## src/hdl/cbpa_pkg.sv

```systemverilog
`default_nettype none
package cbpa_pkg;

  localparam int unsigned OffW   = 20;
  localparam int unsigned CountW = 9;
  localparam int unsigned BbW    = 13;
  localparam int unsigned EbW    = BbW + 1;  // rounded block size reaches 8192
  localparam int unsigned CntW   = 32;
  localparam logic [OffW-1:0] OffsetMax = 20'hFFFFF;
  localparam logic [CountW-1:0] RunMax = 9'd511;

  typedef enum logic [1:0] {
    StOk      = 2'd0,
    StNoSpace = 2'd1,
    StBadFree = 2'd2
  } status_e;

  localparam logic CmdAlloc = 1'b0;
  localparam logic CmdFree  = 1'b1;

  // Classified request passed from front to back
  typedef struct packed {
    logic              is_free;
    logic [OffW-1:0]   quot;     // need (alloc) or block index (free)
    logic              rem_nz;   // nonzero remainder
    logic [OffW-1:0]   foff;
    logic [EbW-1:0]    bb;       // effective block size
    logic [CountW:0]   usable;   // usable blocks, up to 511
  } req_t;

endpackage
`default_nettype wire

```

## src/hdl/contiguous_block_pool_allocator_core.sv

```systemverilog
`default_nettype none
// First-fit block pool allocator. A free is either rejected or returns the blocks of
// its allocation; an allocate is rejected outright, fails after scanning the usable
// blocks if no run fits, or scans up to the first fitting run and marks it.
// Throughput: the front takes the next request once the last is queued; the back serves
// one at a time; the receiver cannot stall. Reset: all blocks free, counter zero, 64/256.
module contiguous_block_pool_allocator_core
  import cbpa_pkg::*;
#(
  parameter int unsigned NUM_BLOCKS = 256
) (
  input  wire logic              clk_i,
  input  wire logic              rst_ni,
  input  wire logic              start,
  output logic                   busy,
  input  wire logic              cmd_i,
  input  wire logic [OffW-1:0]   num_bytes_i,
  input  wire logic [OffW-1:0]   free_offset_i,
  input  wire logic              cfg_valid_i,
  output logic                   cfg_ready_o,
  input  wire logic              cfg_index_i,
  input  wire logic [BbW-1:0]    cfg_data_i,
  output logic                   result_valid_o,
  output logic [1:0]             status_o,
  output logic [OffW-1:0]        offset_o,
  output logic [CountW-1:0]      block_count_o,
  output logic [CntW-1:0]        coalesced_total_o
);

  logic [BbW-1:0]    block_bytes_q;
  logic [CountW-1:0] pool_blocks_q;
  logic              fq_valid, fq_ready, q_valid_q, bk_ready;
  req_t              fq_req, q_req_q;
  logic [CountW:0]   nb;

  assign cfg_ready_o = 1'b1;
  // pool_blocks never exceeds 511, so a larger pool limit changes nothing
  assign nb = (NUM_BLOCKS > 511) ? (CountW+1)'(511) : (CountW+1)'(NUM_BLOCKS);

  // Write configuration registers
  always_ff @(posedge clk_i or negedge rst_ni) begin
    if (!rst_ni) begin
      block_bytes_q <= BbW'(64);
      pool_blocks_q <= CountW'(256);
    end else if (cfg_valid_i) begin
      if (cfg_index_i == 1'b0) block_bytes_q <= cfg_data_i;
      else pool_blocks_q <= cfg_data_i[CountW-1:0];
    end
  end

  cbpa_front u_front (
    .clk_i, .rst_ni, .start, .busy,
    .cmd_i, .num_bytes_i, .free_offset_i,
    .block_bytes_i (block_bytes_q),
    .pool_blocks_i (pool_blocks_q),
    .blk_limit_i   (nb),
    .req_valid_o   (fq_valid),
    .req_o         (fq_req),
    .req_ready_i   (fq_ready)
  );

  // One-entry queue between front and back
  assign fq_ready = !q_valid_q;
  always_ff @(posedge clk_i or negedge rst_ni) begin
    if (!rst_ni) begin
      q_valid_q <= 1'b0;
      q_req_q   <= '0;
    end else if (fq_valid && fq_ready) begin
      q_valid_q <= 1'b1;
      q_req_q   <= fq_req;
    end else if (bk_ready) begin
      q_valid_q <= 1'b0;
    end
  end

  cbpa_back #(.NumBlocks(NUM_BLOCKS)) u_back (
    .clk_i, .rst_ni,
    .req_valid_i       (q_valid_q),
    .req_i             (q_req_q),
    .req_ready_o       (bk_ready),
    .res_valid_o       (result_valid_o),
    .status_o, .offset_o, .block_count_o, .coalesced_total_o
  );

endmodule
`default_nettype wire

```

## src/hdl/cbpa_front.sv

```systemverilog
`default_nettype none
// Front: accept a request, divide by the block size one bit per cycle (for an allocate,
// then divide OffsetMax as well), hand the classified request to the queue.
module cbpa_front
  import cbpa_pkg::*;
(
  input  wire logic              clk_i,
  input  wire logic              rst_ni,
  input  wire logic              start,
  output logic                   busy,
  input  wire logic              cmd_i,
  input  wire logic [OffW-1:0]   num_bytes_i,
  input  wire logic [OffW-1:0]   free_offset_i,
  input  wire logic [BbW-1:0]    block_bytes_i,
  input  wire logic [CountW-1:0] pool_blocks_i,
  input  wire logic [CountW:0]   blk_limit_i,
  output logic                   req_valid_o,
  output req_t                   req_o,
  input  wire logic              req_ready_i
);

  typedef enum logic [1:0] {FIdle, FDiv, FLim, FOut} fstate_e;

  fstate_e          state_q;
  logic [OffW-1:0]  dividend_q, quot_q, rem_q, need_quot_q;
  logic [4:0]       bit_q;
  logic             cmd_q, rem_nz_q, lim_pass_q;
  logic [OffW-1:0]  foff_q;
  logic [EbW-1:0]   bb_q;
  logic [CountW:0]  usable_q;

  logic [EbW-1:0]   bb_eff;
  logic [OffW:0]    rem_sh;
  logic [OffW:0]    rem_sub;
  logic [CountW:0]  n_clip;
  logic [OffW:0]    lim;

  assign busy = (state_q != FIdle);

  // Clamp and round the block size to a multiple of eight
  always_comb begin
    bb_eff = ({1'b0, block_bytes_i} + EbW'(7)) & ~EbW'(7);
    if (block_bytes_i < BbW'(8)) bb_eff = EbW'(8);
  end

  assign rem_sh  = {rem_q, dividend_q[OffW-1]};
  assign rem_sub = rem_sh - {{(OffW+1-EbW){1'b0}}, bb_q};

  // Clamp pool size to [1, min(NUM_BLOCKS, 511)]
  always_comb begin
    n_clip = {1'b0, pool_blocks_i};
    if (pool_blocks_i == '0) n_clip = (CountW+1)'(1);
    if (n_clip > blk_limit_i) n_clip = blk_limit_i;
  end

  // Blocks whose offset fits in the offset field
  assign lim = {1'b0, quot_q} + (OffW+1)'(1);

  always_ff @(posedge clk_i or negedge rst_ni) begin
    if (!rst_ni) begin
      state_q     <= FIdle;
      dividend_q  <= '0;
      quot_q      <= '0;
      rem_q       <= '0;
      need_quot_q <= '0;
      bit_q       <= '0;
      cmd_q       <= CmdAlloc;
      rem_nz_q    <= 1'b0;
      lim_pass_q  <= 1'b0;
      foff_q      <= '0;
      bb_q        <= EbW'(8);
      usable_q    <= '0;
    end else begin
      unique case (state_q)
        FIdle: if (start) begin
          cmd_q      <= cmd_i;
          foff_q     <= free_offset_i;
          bb_q       <= bb_eff;
          usable_q   <= n_clip;
          dividend_q <= (cmd_i == CmdFree) ? free_offset_i : num_bytes_i;
          rem_q      <= '0;
          quot_q     <= '0;
          bit_q      <= '0;
          lim_pass_q <= 1'b0;
          state_q    <= FDiv;
        end
        // restoring division, one quotient bit per cycle
        FDiv: begin
          if (!rem_sub[OffW]) begin
            rem_q  <= rem_sub[OffW-1:0];
            quot_q <= {quot_q[OffW-2:0], 1'b1};
          end else begin
            rem_q  <= rem_sh[OffW-1:0];
            quot_q <= {quot_q[OffW-2:0], 1'b0};
          end
          bit_q <= bit_q + 5'd1;
          if (bit_q == 5'(OffW-1)) begin
            if (cmd_q == CmdAlloc && !lim_pass_q) begin
              // now divide OffsetMax to limit the usable blocks
              dividend_q <= OffsetMax;
              state_q    <= FLim;
            end else begin
              state_q <= FOut;
            end
          end else begin
            dividend_q <= dividend_q << 1;
          end
        end
        // latch the alloc quotient, then run the second division
        FLim: begin
          need_quot_q <= quot_q;
          rem_nz_q    <= (rem_q != '0);
          rem_q       <= '0;
          quot_q      <= '0;
          bit_q       <= '0;
          lim_pass_q  <= 1'b1;
          state_q     <= FDiv;
        end
        FOut: if (req_ready_i) state_q <= FIdle;
        default: state_q <= FIdle;
      endcase
    end
  end

  // Build the classified request
  always_comb begin
    req_o        = '0;
    req_o.bb     = bb_q;
    req_o.foff   = foff_q;
    req_o.usable = usable_q;
    if (cmd_q == CmdAlloc) begin
      req_o.is_free = 1'b0;
      req_o.quot    = need_quot_q;
      req_o.rem_nz  = rem_nz_q;
      if (lim < {{(OffW-CountW){1'b0}}, usable_q}) req_o.usable = lim[CountW:0];
    end else begin
      req_o.is_free = 1'b1;
      req_o.quot    = quot_q;
      req_o.rem_nz  = (rem_q != '0);
    end
  end

  assign req_valid_o = (state_q == FOut);

endmodule
`default_nettype wire

```

## src/hdl/cbpa_back.sv

```systemverilog
`default_nettype none
// Back: for an allocate, scan the free map one block per cycle, then mark the run; for a free, release its blocks.
module cbpa_back
  import cbpa_pkg::*;
#(
  parameter int unsigned NumBlocks = 256
) (
  input  wire logic              clk_i,
  input  wire logic              rst_ni,
  input  wire logic              req_valid_i,
  input  req_t                   req_i,
  output logic                   req_ready_o,
  output logic                   res_valid_o,
  output logic [1:0]             status_o,
  output logic [OffW-1:0]        offset_o,
  output logic [CountW-1:0]      block_count_o,
  output logic [CntW-1:0]        coalesced_total_o
);

  localparam int unsigned IdxW = (NumBlocks > 1) ? $clog2(NumBlocks) : 1;

  typedef enum logic [2:0] {BIdle, BScan, BMark, BFreeRd, BFree, BDone} bstate_e;

  bstate_e            state_q;
  req_t               r_q;
  logic [NumBlocks-1:0] free_q, start_q;
  logic [CountW-1:0]  run_len_mem [NumBlocks];
  logic [CountW-1:0]  len_rd_q;
  logic [IdxW:0]      i_q, start_idx_q;
  logic [OffW:0]      need_q;
  logic [CountW:0]    run_q;
  logic [CountW-1:0]  left_q;
  logic [CntW-1:0]    ccount_q;
  logic               multi_q;
  logic [IdxW+EbW:0]  prod;

  assign req_ready_o       = (state_q == BIdle);
  assign coalesced_total_o = ccount_q;
  assign prod = start_idx_q * r_q.bb;

  always_ff @(posedge clk_i) begin
    if (state_q == BMark && left_q == CountW'(need_q))
      run_len_mem[start_idx_q[IdxW-1:0]] <= need_q[CountW-1:0];
    if (state_q == BFreeRd) len_rd_q <= run_len_mem[start_idx_q[IdxW-1:0]];
  end

  always_ff @(posedge clk_i or negedge rst_ni) begin
    if (!rst_ni) begin
      state_q       <= BIdle;
      free_q        <= '1;
      start_q       <= '0;
      ccount_q      <= '0;
      res_valid_o   <= 1'b0;
      r_q           <= '0;
      i_q           <= '0;
      start_idx_q   <= '0;
      need_q        <= '0;
      run_q         <= '0;
      left_q        <= '0;
      multi_q       <= 1'b0;
      status_o      <= StOk;
      offset_o      <= '0;
      block_count_o <= '0;
    end else begin
      res_valid_o <= 1'b0;
      unique case (state_q)
        BIdle: if (req_valid_i) begin
          logic [OffW:0] nd;
          r_q <= req_i;
          i_q <= '0;
          run_q <= '0;
          if (!req_i.is_free) begin
            nd = {1'b0, req_i.quot} + (OffW+1)'(req_i.rem_nz);
            multi_q <= (nd > (OffW+1)'(1));
            if (nd == '0) nd = (OffW+1)'(1);
            need_q  <= nd;
            if (nd > (OffW+1)'(RunMax) || nd > (OffW+1)'(req_i.usable)) begin
              status_o <= StNoSpace; offset_o <= '0; block_count_o <= '0;
              res_valid_o <= 1'b1;
            end else begin
              state_q <= BScan;
            end
          end else begin
            if (req_i.rem_nz || req_i.quot >= OffW'(NumBlocks)
                || !start_q[req_i.quot[IdxW-1:0]]) begin
              status_o <= StBadFree; offset_o <= '0; block_count_o <= '0;
              res_valid_o <= 1'b1;
            end else begin
              start_idx_q <= req_i.quot[IdxW:0];
              state_q <= BFreeRd;
            end
          end
        end
        // first-fit run search, one block per cycle
        BScan: begin
          if ((CountW+1)'(i_q) >= r_q.usable) begin
            status_o <= StNoSpace; offset_o <= '0; block_count_o <= '0;
            res_valid_o <= 1'b1;
            state_q <= BIdle;
          end else if (free_q[i_q[IdxW-1:0]]) begin
            if (run_q == '0) start_idx_q <= i_q;
            run_q <= run_q + 1'b1;
            if ((OffW+1)'(run_q) + (OffW+1)'(1) == need_q) begin
              left_q  <= need_q[CountW-1:0];
              state_q <= BMark;
            end
            i_q <= i_q + 1'b1;
          end else begin
            run_q <= '0;
            i_q   <= i_q + 1'b1;
          end
        end
        // clear free bits over the run, one per cycle
        BMark: begin
          free_q[start_idx_q[IdxW-1:0] + IdxW'(need_q[CountW-1:0] - left_q)] <= 1'b0;
          left_q <= left_q - 1'b1;
          if (left_q == CountW'(1)) begin
            start_q[start_idx_q[IdxW-1:0]] <= 1'b1;
            if (multi_q) ccount_q <= ccount_q + 1'b1;
            state_q <= BDone;
          end
        end
        BFreeRd: begin
          i_q     <= start_idx_q;
          state_q <= BFree;
          left_q  <= '0;
        end
        // return blocks of the allocation, one per cycle
        BFree: begin
          if (left_q == len_rd_q || i_q >= (IdxW+1)'(NumBlocks)) begin
            start_q[start_idx_q[IdxW-1:0]] <= 1'b0;
            status_o <= StOk; offset_o <= r_q.foff; block_count_o <= len_rd_q;
            res_valid_o <= 1'b1;
            state_q <= BIdle;
          end else begin
            free_q[i_q[IdxW-1:0]] <= 1'b1;
            i_q    <= i_q + 1'b1;
            left_q <= left_q + 1'b1;
          end
        end
        BDone: begin
          status_o <= StOk;
          offset_o <= OffW'(prod);
          block_count_o <= need_q[CountW-1:0];
          res_valid_o <= 1'b1;
          state_q <= BIdle;
        end
        default: state_q <= BIdle;
      endcase
    end
  end

endmodule
`default_nettype wire
```

## config.mk

```make
export PLATFORM = sky130hd
export DESIGN_NAME = contiguous_block_pool_allocator_core
export DESIGN_NICKNAME = d
export VERILOG_FILES = /design/src/hdl/cbpa_pkg.sv /design/src/hdl/contiguous_block_pool_allocator_core.sv /design/src/hdl/cbpa_front.sv /design/src/hdl/cbpa_back.sv
export SDC_FILE = /design/constraint.sdc
export NUM_CORES = 2
export LEC_CHECK = 0
export BUFFER_PORTS_ARGS = -buffer_cell sky130_fd_sc_hd__buf_2
export CAP_MARGIN = 20
export CORE_UTILIZATION = 40
export CTS_CLUSTER_DIAMETER = 150
export DETAILED_ROUTE_END_ITERATION = 10
export HOLD_SLACK_MARGIN = 0.02
export SYNTH_ARGS = -nofsm -noshare
export SYNTH_HDL_FRONTEND = slang
export SYNTH_SLANG_ARGS = --single-unit
```

## constraint.sdc

```tcl
create_clock -name clk_i -period 7.85 [get_ports clk_i]
set_input_delay 0.3925 -clock clk_i [delete_from_list [all_inputs] [get_ports clk_i]]
set_output_delay 0.3925 -clock clk_i [all_outputs]
set_load 0.02 [all_outputs]
```

==> impl_results.rst <==
.. list-table::
   :header-rows: 1

   * - Metric
     - Value
   * - Setup slack of the worst register-to-register path
     - 2.02 ns
   * - Static power due to leakage
     - 54.5 nW
   * - Final wirelength
     - 364 mm
   * - Type of the most critical hold path
     - input port to asynchronous set/reset pin
   * - Total of flip-flops plus latches after synthesis
     - 3208
   * - Number of synthesized flops with an enable pin
     - 2313
   * - Max-cap viol count
     - 0
   * - Sum of net half-perimeters after detailed placement
     - 218 mm
   * - Maximum vdd drop
     - 0.450 mV
   * - R2r endpoint
     - u_back.offset_o[19]
   * - Final setup vio count
     - 0
   * - TritonCTS clock tree
     - done
   * - Cell depth of the worst flop-to-flop path
     - 17
   * - Number of search-and-repair iterations in the first detailed-routing pass
     - 6
   * - Tot GR Track Use
     - 21.0%
   * - Switching part of the total power
     - 33.2%
   * - Start point of the critical path
     - u_back.start_idx_q[0]
   * - Final Cycle Share
     - 74.3%
   * - Post-synthesis instance total
     - 8226
   * - Worst slew margin
     - 18.3%
   * - Cell taking the most area after synthesis
     - sky130_fd_sc_hd__edfxtp_1
   * - Net count after synthesis
     - 8448
   * - Placed cells
     - 12.4k
   * - Root buffer cell
     - sky130_fd_sc_hd__clkbuf_16
   * - Final Power
     - 51.3 mW
   * - Count of warnings emitted by yosys
     - 0
   * - Average wire per cell in the routed design
     - 27.7 um
   * - Combinational Power Share
     - 26.7%
   * - Switching power total
     - 17.0 mW
   * - Pin count of the biggest net entering global routing
     - 196
   * - Core area
     - 338000 sq um
   * - First-pass GRT wire length
     - 537 mm
   * - Syn avg cell area
     - 16.6 sq um
   * - Number of rows created at floorplan
     - 213
   * - Routed via count divided by cell count
     - 5.92
   * - Leading cell type by number of instances after synthesis
     - sky130_fd_sc_hd__edfxtp_1
   * - Count of port buffers added during placement
     - 123
   * - Power Density
     - 332 nW/um^2
   * - Flip-flop cell with the highest count after synthesis
     - sky130_fd_sc_hd__edfxtp_1
   * - Aggregate global routing overflow
     - 0
   * - Layout Cells excl Fill
     - 13.2k
   * - DR iter-0 viols
     - 8536
   * - Starting utilization of the core area
     - 40.3%
   * - Via count of the first global-routing pass
     - 78.1k
   * - Clock buffer depth
     - 4
   * - Die Y
     - 586 um
   * - CP Launch Type
     - flop
   * - Horizontal die dimension
     - 586 um
   * - Post-route minimum period
     - 5.83 ns
   * - Placer's final routability congestion estimate
     - 0.832
   * - CP Data Arrival Time
     - 6.58 ns
   * - Fraction of final layout cells with drive strength greater than 1
     - 26.1%
   * - Sequential area share after synthesis
     - 67.7%
   * - Post-detailed-route count of antenna-violating nets
     - 0
   * - Number of vias in the routed layout
     - 77.9k
   * - Final routed DRC violation total
     - 0
   * - Floorplan die area
     - 343000 sq um
   * - Final number of max-transition violations
     - 0
   * - Ports placed on the boundary
     - 125
   * - Setup Skew
     - 0.0608 ns
   * - Startpoint of the worst register-to-register path
     - u_back.start_idx_q[0]
   * - Number of library cell types mapped by synthesis
     - 101
   * - Final hold slack
     - 0.139 ns
   * - Placement Cell Area
     - 142000 sq um
   * - Worst-path clk slew
     - 0.06 ns
   * - Worst-Margin Slew
     - 1.22 ns
   * - Growth of design area from synthesis to finish
     - 13.4%
   * - Clock network fraction of design power
     - 31.9%
   * - Required time worst endpoint
     - 8.60 ns
   * - Hold violation total from the final report
     - 0
   * - Insertion delay to the later sink of the worst-skew pair
     - 0.93 ns
   * - Commonest cells in the synthesized netlist
     - sky130_fd_sc_hd__edfxtp_1, sky130_fd_sc_hd__mux4_2, sky130_fd_sc_hd__a21oi_1
   * - Result of the run
     - finished clean
   * - Number of clock sinks
     - 3208
   * - Top post-synthesis cells by area
     - sky130_fd_sc_hd__edfxtp_1, sky130_fd_sc_hd__mux4_2, sky130_fd_sc_hd__dfrtp_1
   * - Area share of the largest cell type after synthesis
     - 51.0%
   * - Critical path endpoint category
     - flop
   * - Net total in the final layout
     - 8581
   * - Share of synthesized registers carrying an async set or reset
     - 27.9%
   * - Critical path start-end classification
     - flop to flop
   * - Post-synth design cell area
     - 136000 sq um
   * - Max Freq
     - 171 MHz
   * - Setup TNS
     - 0 ns
   * - Number of antenna violations at the first check in global routing
     - 14
   * - Sequential share of power
     - 41.4%
   * - Final non-filler cell area
     - 154000 sq um
   * - Clock H-tree levels
     - 5
   * - CTS Buf Count
     - 342
   * - Unrepaired setup endpoints after global routing
     - no
   * - Maximum fanout along the worst path
     - 41
   * - Pint
     - 34.3 mW
==> metrics by stage <==
stage                     worst slack, ns  utilization [%]
after floorplan                      1.16                -
after global placement               1.98             41.9
after detailed placement             2.02             42.0
after CTS                            1.99             45.5
after global routing                 1.68             45.7
final                                2.02             45.7
==> cells by family after synthesis <==
family	Yosys count	synth area share [%]
flops	3208	67.7
fa+ha+maj	165	1.90
compound gates	1603	6.93
mux	1086	16.1
simple gates	1231	4.08
xor+xnor	133	0.855
other cells	1	0.00275
buf+inv	799	2.43
==> per-layer routing <==
layer	share of wire, %	vias to the layer above	track usage (%)
li1	-	32600	-
met1	42	41400	30.0
met2	48	3212	33.5
met3	7.0	647	3.11
met4	3.0	8	6.35
met5	0.013	-	0
==> worst max-delay path, stage by stage, from the launching register on <==
cell and delay (ns):
sky130_fd_sc_hd__dfrtp_4 0.77, sky130_fd_sc_hd__buf_4 0.72, sky130_fd_sc_hd__nand2_1 0.16, sky130_fd_sc_hd__fa_1 0.52, sky130_fd_sc_hd__inv_1 0.06, sky130_fd_sc_hd__fa_1 0.52
sky130_fd_sc_hd__fa_1 0.44, sky130_fd_sc_hd__fa_1 0.49, sky130_fd_sc_hd__ha_1 0.36, sky130_fd_sc_hd__nand2_1 0.11, sky130_fd_sc_hd__o211ai_1 0.11, sky130_fd_sc_hd__a21oi_1 0.28
sky130_fd_sc_hd__o21bai_1 0.13, sky130_fd_sc_hd__a41o_1 0.27, sky130_fd_sc_hd__o41a_1 0.33, sky130_fd_sc_hd__xnor2_1 0.15, sky130_fd_sc_hd__a22oi_1 0.16, sky130_fd_sc_hd__o21ai_0 0.09
==> worst max-delay path by stage <==
stage,end,slack (ns),cells past startpoint
finish,u_back.offset_o[19],2.02,17
global route,u_back.offset_o[19],1.68,17
CTS,u_back.offset_o[19],1.99,17
detailed placement,u_back.offset_o[19],2.02,17
global placement,u_back.offset_o[19],1.98,17
floorplan,u_back.free_q[12],1.16,14
==> power by group through the flow <==
stage,Sequential (mW),Clock (mW),Combinational (mW)
global placement,21.5,0,13.1
global route,21.3,17.2,14.6
floorplan,21.5,0,8.67
CTS,21.2,16.6,13.5
detailed placement,21.5,0,13.4
finish,21.2,16.3,13.7
==> cell usage in the layout, fill, tap and decap left out, types with 24 or more instances in the layout <==
| master | count |
|---|---|
| sky130_fd_sc_hd__xnor2_1 | 86 |
| sky130_fd_sc_hd__edfxtp_1 | 2313 |
| sky130_fd_sc_hd__o21ai_0 | 175 |
| sky130_fd_sc_hd__a22o_1 | 30 |
| sky130_fd_sc_hd__buf_2 | 122 |
| sky130_fd_sc_hd__and3_1 | 41 |
| sky130_fd_sc_hd__buf_4 | 174 |
| sky130_fd_sc_hd__a31oi_1 | 312 |
| sky130_fd_sc_hd__nand4_1 | 33 |
| sky130_fd_sc_hd__mux4_2 | 858 |
| sky130_fd_sc_hd__xor2_1 | 47 |
| sky130_fd_sc_hd__dfrtp_1 | 614 |
| sky130_fd_sc_hd__clkbuf_16 | 351 |
| sky130_fd_sc_hd__a22oi_1 | 55 |
| sky130_fd_sc_hd__mux2i_1 | 86 |
| sky130_fd_sc_hd__nand2_1 | 384 |
| sky130_fd_sc_hd__nor2_2 | 42 |
| sky130_fd_sc_hd__dfstp_2 | 259 |
| sky130_fd_sc_hd__ha_1 | 93 |
| sky130_fd_sc_hd__o22ai_1 | 36 |
| sky130_fd_sc_hd__nor3_1 | 44 |
| sky130_fd_sc_hd__clkbuf_1 | 68 |
| sky130_fd_sc_hd__nand3_1 | 85 |
| sky130_fd_sc_hd__inv_1 | 168 |
| sky130_fd_sc_hd__bufinv_16 | 34 |
| sky130_fd_sc_hd__clkinv_1 | 61 |
| sky130_fd_sc_hd__mux2_2 | 128 |
| sky130_fd_sc_hd__dlygate4sd3_1 | 58 |
| sky130_fd_sc_hd__a21oi_1 | 823 |
| sky130_fd_sc_hd__clkbuf_8 | 24 |
| sky130_fd_sc_hd__and2_1 | 49 |
| sky130_fd_sc_hd__nor2_1 | 396 |
| sky130_fd_sc_hd__clkinv_2 | 57 |
| sky130_fd_sc_hd__fa_1 | 70 |
==> state kept, by name, summed over array words and instances, names as in the netlist, 10 cells and up, named ones only <==
| register | cells |
|---|---|
| u_front.foff_q | 20 |
| u_front.bb_q | 11 |
| u_front.rem_q | 20 |
| u_front.need_quot_q | 20 |
| u_back.offset_o | 20 |
| u_back.need_q | 21 |
| u_back.run_q | 10 |
| u_back.free_q | 256 |
| u_back.run_len_mem | 2304 |
| u_front.dividend_q | 20 |
| u_back.r_q | 41 |
| u_front.quot_q | 20 |
| q_req_q | 63 |
| block_bytes_q | 13 |
| u_back.coalesced_total_o | 32 |
==> layout make-up <==
cell class | count | area, sq um
fillers | 28700 | 183000
repair buffers | 418 | 3500
multi-input cells | 4219 | 41000
clock buffers | 441 | 9340
flip-flops and latches | 3208 | 92200
diodes | 7 | 17.5
clock inverters | 185 | 1980
inverters | 170 | 647
well taps | 4515 | 5650
==> repair_timing <==
item | 4_1_cts | 5_1_grt
setup endpoints to repair | 0 | 0
hold endpoints to repair | 136 | 2
hold buffers | 56 | 2
gates resized for setup | 0 | 0
setup buffers | 0 | 0
Power figures use the tool's default switching activity.
